[src/rtl/rocm_pkg.sv]
package rocm_pkg;

    localparam int GRID_SIDE_DEF = 1024;

    localparam int ID_W    = 12;
    localparam int POS_W   = 10;
    localparam int LEN_W   = 11;
    // Start plus length needs 12 bits, but an end never exceeds the grid side,
    // so every visited coordinate and every clipped end fits in 11 bits for a side up to 2047.
    localparam int COORD_W = 11;
    localparam int SUM_W   = 12;
    localparam int COUNT_W = 21;

    typedef enum logic [1:0] {
        CELL_EMPTY = 2'd0,
        CELL_ONCE  = 2'd1,
        CELL_MULTI = 2'd2
    } cell_t;

    typedef enum logic {
        CMD_PAINT = 1'b0,
        CMD_CHECK = 1'b1
    } cmd_t;

    typedef struct packed {
        cmd_t               cmd;
        logic [ID_W-1:0]    id;
        logic [COORD_W-1:0] x0;
        logic [COORD_W-1:0] y0;
        logic [COORD_W-1:0] x_end;
        logic [COORD_W-1:0] y_end;
        logic               clipped;
        logic               empty;
    } item_t;

endpackage

[src/rtl/rocm_front.sv]
module rocm_front #(
    parameter int GRID_SIDE = rocm_pkg::GRID_SIDE_DEF
) (
    input  logic                         clk,
    input  logic                         rst_n,
    input  logic                         in_valid,
    output logic                         in_ready,
    input  logic                         cmd,
    input  logic [rocm_pkg::ID_W-1:0]    claim_id,
    input  logic [rocm_pkg::POS_W-1:0]   x_start,
    input  logic [rocm_pkg::POS_W-1:0]   y_start,
    input  logic [rocm_pkg::LEN_W-1:0]   rect_width,
    input  logic [rocm_pkg::LEN_W-1:0]   rect_height,
    output logic                         q_valid,
    input  logic                         q_ready,
    output rocm_pkg::item_t              q_item
);

    localparam int Q_DEPTH = 2;
    localparam int PTR_W   = $clog2(Q_DEPTH);
    localparam int CNT_W   = $clog2(Q_DEPTH + 1);

    rocm_pkg::item_t            fifo_reg [Q_DEPTH];
    rocm_pkg::item_t            entry;
    logic [PTR_W-1:0]           wr_ptr_reg;
    logic [PTR_W-1:0]           rd_ptr_reg;
    logic [CNT_W-1:0]           cnt_reg;
    logic [rocm_pkg::SUM_W-1:0] sum_x;
    logic [rocm_pkg::SUM_W-1:0] sum_y;
    logic                       clip_x;
    logic                       clip_y;
    logic                       push;
    logic                       pop;

    // Clip the rectangle to the grid and mark requests that touch no cell.
    always_comb
    begin
        sum_x  = rocm_pkg::SUM_W'(x_start) + rocm_pkg::SUM_W'(rect_width);
        sum_y  = rocm_pkg::SUM_W'(y_start) + rocm_pkg::SUM_W'(rect_height);
        clip_x = 32'(sum_x) > GRID_SIDE;
        clip_y = 32'(sum_y) > GRID_SIDE;

        entry.cmd     = rocm_pkg::cmd_t'(cmd);
        entry.id      = claim_id;
        entry.x0      = rocm_pkg::COORD_W'(x_start);
        entry.y0      = rocm_pkg::COORD_W'(y_start);
        entry.x_end   = clip_x ? rocm_pkg::COORD_W'(GRID_SIDE) : rocm_pkg::COORD_W'(sum_x);
        entry.y_end   = clip_y ? rocm_pkg::COORD_W'(GRID_SIDE) : rocm_pkg::COORD_W'(sum_y);
        entry.clipped = clip_x | clip_y;
        entry.empty   = (entry.x_end <= entry.x0) | (entry.y_end <= entry.y0);
    end

    assign in_ready = cnt_reg != CNT_W'(Q_DEPTH);
    assign q_valid  = cnt_reg != '0;
    assign q_item   = fifo_reg[rd_ptr_reg];
    assign push     = in_valid & in_ready;
    assign pop      = q_valid & q_ready;

    always_ff @(posedge clk)
    begin
        if (push)
        begin
            fifo_reg[wr_ptr_reg] <= entry;
        end
    end

    always_ff @(posedge clk or negedge rst_n)
    begin
        if (!rst_n)
        begin
            wr_ptr_reg <= '0;
            rd_ptr_reg <= '0;
            cnt_reg    <= '0;
        end
        else
        begin
            if (push)
            begin
                wr_ptr_reg <= (wr_ptr_reg == PTR_W'(Q_DEPTH - 1)) ? '0 : wr_ptr_reg + PTR_W'(1);
            end
            if (pop)
            begin
                rd_ptr_reg <= (rd_ptr_reg == PTR_W'(Q_DEPTH - 1)) ? '0 : rd_ptr_reg + PTR_W'(1);
            end
            if (push && !pop)
            begin
                cnt_reg <= cnt_reg + CNT_W'(1);
            end
            else if (pop && !push)
            begin
                cnt_reg <= cnt_reg - CNT_W'(1);
            end
        end
    end

endmodule

[config.mk]
export PLATFORM = sky130hd
export DESIGN_NAME = rocm_front
export DESIGN_NICKNAME = d
export VERILOG_FILES = /design/src/rtl/rocm_pkg.sv /design/src/rtl/rocm_front.sv
export SDC_FILE = /design/constraint.sdc
export NUM_CORES = 1
export LEC_CHECK = 0
export BUFFER_PORTS_ARGS = -buffer_cell sky130_fd_sc_hd__buf_2
export CAP_MARGIN = 20
export CELL_PAD_IN_SITES_DETAIL_PLACEMENT = 2
export CELL_PAD_IN_SITES_GLOBAL_PLACEMENT = 2
export CORE_MARGIN = 2
export CORE_UTILIZATION = 41
export DETAILED_ROUTE_END_ITERATION = 10
export GPL_TIMING_DRIVEN = 0
export PLACE_DENSITY = 0.85
export SLEW_MARGIN = 0
export SYNTH_ARGS = -nofsm -noshare
export SYNTH_HDL_FRONTEND = slang
export SYNTH_SLANG_ARGS = --single-unit
export TNS_END_PERCENT = 10
[constraint.sdc]
create_clock -name clk -period 8.56 [get_ports clk]
set_input_delay 0.856 -clock clk [delete_from_list [all_inputs] [get_ports clk]]
set_output_delay 0.856 -clock clk [all_outputs]
set_load 0.02 [all_outputs]
======== Word level (Yosys, flattened, before mapping) ========
Memories as Yosys holds them, arrays and structs flattened.
Index checks and enable logic that the tools add are counted.
storage, ports and cells
  register bits after elaboration ......... 4
  RAM bits ................................ 114
  input port bits ......................... 59
  output and inout bits ................... 61
  logic and storage cells ................. 33
  memories ................................ 1
memory list
  memory    words  width  read ports  clocked after Yosys merged registers in  write ports  line              text
  fifo_reg  2      57     1           0                                        1            rocm_front.sv:23  rocm_pkg::item_t fifo_reg [Q_DEPTH];
operators by class
  $add $sub $neg .......................... 6
  $lt $le $gt $ge ......................... 4
  eq/ne operators ......................... 1
  multiplexer cells ....................... 8
  bitwise logic cells ..................... 4
  reductions and logical operators ........ 6
operators with widths
  operator                                               number
  adder 10 x 11 -> 12 bit                                2
  > comparator 12 x 11 -> 1 bit (second input constant)  2
  less-or-equal comparator 11 x 10 -> 1 bit              2
  two-way mux 11 bit                                     2
  two-way mux 1 bit                                      4
  two-way mux 2 bit                                      2
  nonzero test 2 bit                                     2
  adder 1 bit (second input constant)                    2
  adder 2 x 1 -> 2 bit (second input constant)           1
  AND 1 bit                                              2
  logical AND 1 bit                                      2
  logical NOT 1 bit                                      2
  != test 2 bit (second input constant)                  1
  bitwise OR 1 bit                                       2
  subtractor 2 x 1 -> 2 bit (second input constant)      1

======== Logic depth before layout (Yosys ltp) ========
  depth in word-level cells ............... 6
  gate-level depth with buffers ........... 18
  mapped depth without buffers ............ 18

======== Worst setup path before layout ========
OpenSTA, ideal clock, no wires.
  path type ............................... input-to-reg
  from .................................... input port y_start[0] (netlist bit)
  to ...................................... memory fifo_reg[0][0] (netlist bit), data pin
  setup time .............................. 0.163 ns
  data arrival time ....................... 3.995 ns
  required time ........................... 8.397 ns
  setup slack ............................. 4.401 ns
  stages on the path ...................... 18
  path buffers ............................ 0
  path through ............................ ha_1 -> inv_1 -> fa_1 -> nor2b_1 -> o31a_1 -> a21oi_1 -> a2111oi_0 -> o2111ai_1 -> o31a_1 -> nor2b_1 -> ha_1 -> a21o_1 -> a21o_1 -> a21oi_1 -> o21ai_0 -> a221oi_1 -> a21oi_1 -> o22ai_1
RTL lines
  what         line              text
  from (decl)  rocm_front.sv:11  input logic [rocm_pkg::POS_W-1:0] y_start,
  to (decl)    rocm_front.sv:23

==> out/metrics.cfg <==
[floorplanning]
die-height_um=124
ios=120
die_width_um=124
row_count=43
core_um2=13900
die_area_um2=15300
start_util=0.420

[synth]
synth.ff_latch_count=118
synth.distinct_cells=54
ys_seq_area_frac=0.601
syn_area_per_cell_um2=14.1
synthesis.area_um2=5860
async_flop_share=0.0339
synthCells=415
synthFlopType=edfxtp_1
ys_warn_count=0
synth_edf_count=114

[sta]
worstMarginPinSlew_ns=0.947
relSlewSlack=0.367
skew_ns=0.00794
finalMaxSlewViolations=0
rsz0062_at_grt=no
setup-violations-final=0
setup_tns_ns=0
hold_viol_final=0
period_minus_slack_ns=4.94
period_share=0.577
holdWs_ns=0.239
timing.fmax_mhz=202

[clocking]
cts_buffer_depth=2
cts.sinks=118
postCtsSetupBuffers=0
cts_buffers=17
cts_tree=yes
clock-root-buffer=clkbuf_16
cts_hold_buf=0
post_cts_resized=0
path_clk_slew_ns=0.06
htreeDepth=4
worst_skew_pair.late_latency_ns=0.42

[worst_setup_path]
reg2reg_slack_ns=6.38
start_kind=input port
crit_type=input port to flop
critPathMostFrequentCell=a21oi_1
required_ns=8.80
crit_slowest_cell=a2111oi_0
slowest_delay_ns=0.64
worstPathMaxFanout=6
crit_chain=buf_2 > ha_1 > inv_1 > fa_1 > nor2b_1 > o31a_1 > a21oi_1 > a2111oi_0 > o2111ai_1 > o31a_1 > nor2b_1 > ha_1 > a21o_1 > a21o_1 > a21oi_1 > o21ai_0 > a221oi_1 > a21oi_1 > o22ai_1
crit_path_end_kind=flop
reg2reg_depth=4
arrival_ns=5.18

[global_route]
grt_max_degree=58
grt_pass1_wl_mm=26.2
grt_overflow_total=0
antenna_found_initial=0
grt_pass1_vias=4550
grt_use_total=0.240

[final_layout]
largest_register_ffs=114
antennaDiodeCount=0
fin_cells=746
area_delta_synth_final_pct=25.2
nets=653
final_core_util=0.526
layout_commonest_cell=buf_2
final_layout_size_suffix_gt1_frac=0.387
layout_common_cells=117 x buf_2, 114 x edfxtp_1, 57 x mux2_2, 39 x ha_1, 30 x inv_1

[routing]
vias=3991
wl_per_cell_um=23.1
drt_wl_total_mm=17.3
drc_errors=0
ant_nets=0
drt_iter0_drc=183
viasPerCell=5.35
dr.pass1.iters=4

[run]
drv_cap=0

[placed_design]
port_buffers=117
dp.cells=714
dpl.hpwl_mm=12.1
gp_congestion=0.802

[power_and_ir_drop]
vdd_drop_max_mv=0.158
power.density_nw_per_um2=335
p_total_mw=2.45
p_leak_nw=2.99

[min_path]
hold_class=input port to async pin

[outcome]
status=finished, final reports clean

==> worst max-delay path: cells and delay by family <==
kind	cells	cell delay, ns
AO/OA/AOI/OAI	12	2.85
adder cells (fa/ha/maj)	3	0.87
buffers and inverters	2	0.17
AND/OR/NAND/NOR	2	0.44
==> layout make-up <==
type	count	area, µm²
fillers	1311	6600
flip-flops and latches	118	3520
multi-input cells	260	2200
repair buffers	118	606
clock buffers	17	425
well taps	180	225
clock inverters	15	203
inverters	30	113
plain buffers	8	37.5
==> worst paths after layout <==
path                                        endpoint                   start
max                         fifo_reg[1][0]$_DFFE_PP_              y_start[0]
min                           cnt_reg[1]$_DFFE_PN0P_                   rst_n
max reg2reg                fifo_reg[0][15]$_DFFE_PP_  cnt_reg[0]$_DFFE_PN0P_
min reg2reg                   cnt_reg[1]$_DFFE_PN0P_  cnt_reg[1]$_DFFE_PN0P_
max in group asynchronous     rd_ptr_reg$_DFFE_PN0P_                   rst_n
min in group clk              cnt_reg[1]$_DFFE_PN0P_  cnt_reg[1]$_DFFE_PN0P_
==> metrics by stage <==
step | cell area (µm²) | worst slack, ns
after floorplan | 5860 | 4.40
after global placement | 6670 | 3.16
after detailed placement | 6710 | 3.46
after CTS | 7330 | 3.67
after global routing | 7330 | 3.28
final | 7330 | 3.62
==> synthesized netlist by cell type (all sizes together) (6+ instances only) <==
master	count	area, µm²
a21oi	18	93.8
buf	7	33.8
edfxtp	114	3420
ha	39	488
inv	30	113
mux2	57	642
nand2	7	26.3
nor2	28	105
nor2b	8	50.1
nor3	6	30.0
o21ai	11	58.8
xnor2	8	70.1
xor2	8	70.1
==> report_power, final <==
group	total [mW]	switching (mW)	internal (mW)
combinational	0.836	0.527	0.310
sequential	0.852	0.0485	0.804
clock	0.764	0.276	0.488
==> cells by family after synthesis <==
kind of cell             Yosys count  synth area share
other                              1          0.000640
AND/OR/NAND/NOR                   83            0.0769
XOR/XNOR                          16            0.0239
buffers and inverters             38            0.0256
adder cells (fa/ha/maj)           41            0.0901
multiplexers                      58             0.111
flip-flops                       118             0.601
AO/OA/AOI/OAI                     60            0.0701
==> layer usage <==
layer | GRT usage | routed length, µm | part of all wire | vias up
met5 | 0 | 0 | 0 | -
met4 | 0.0874 | 304 | 0.018 | 0
met3 | 0.0521 | 673 | 0.039 | 23
met2 | 0.440 | 9310 | 0.54 | 106
met1 | 0.272 | 6970 | 0.40 | 2010
li1 | - | - | - | 1852
Note: power is estimated with default switching activity, not from simulation.
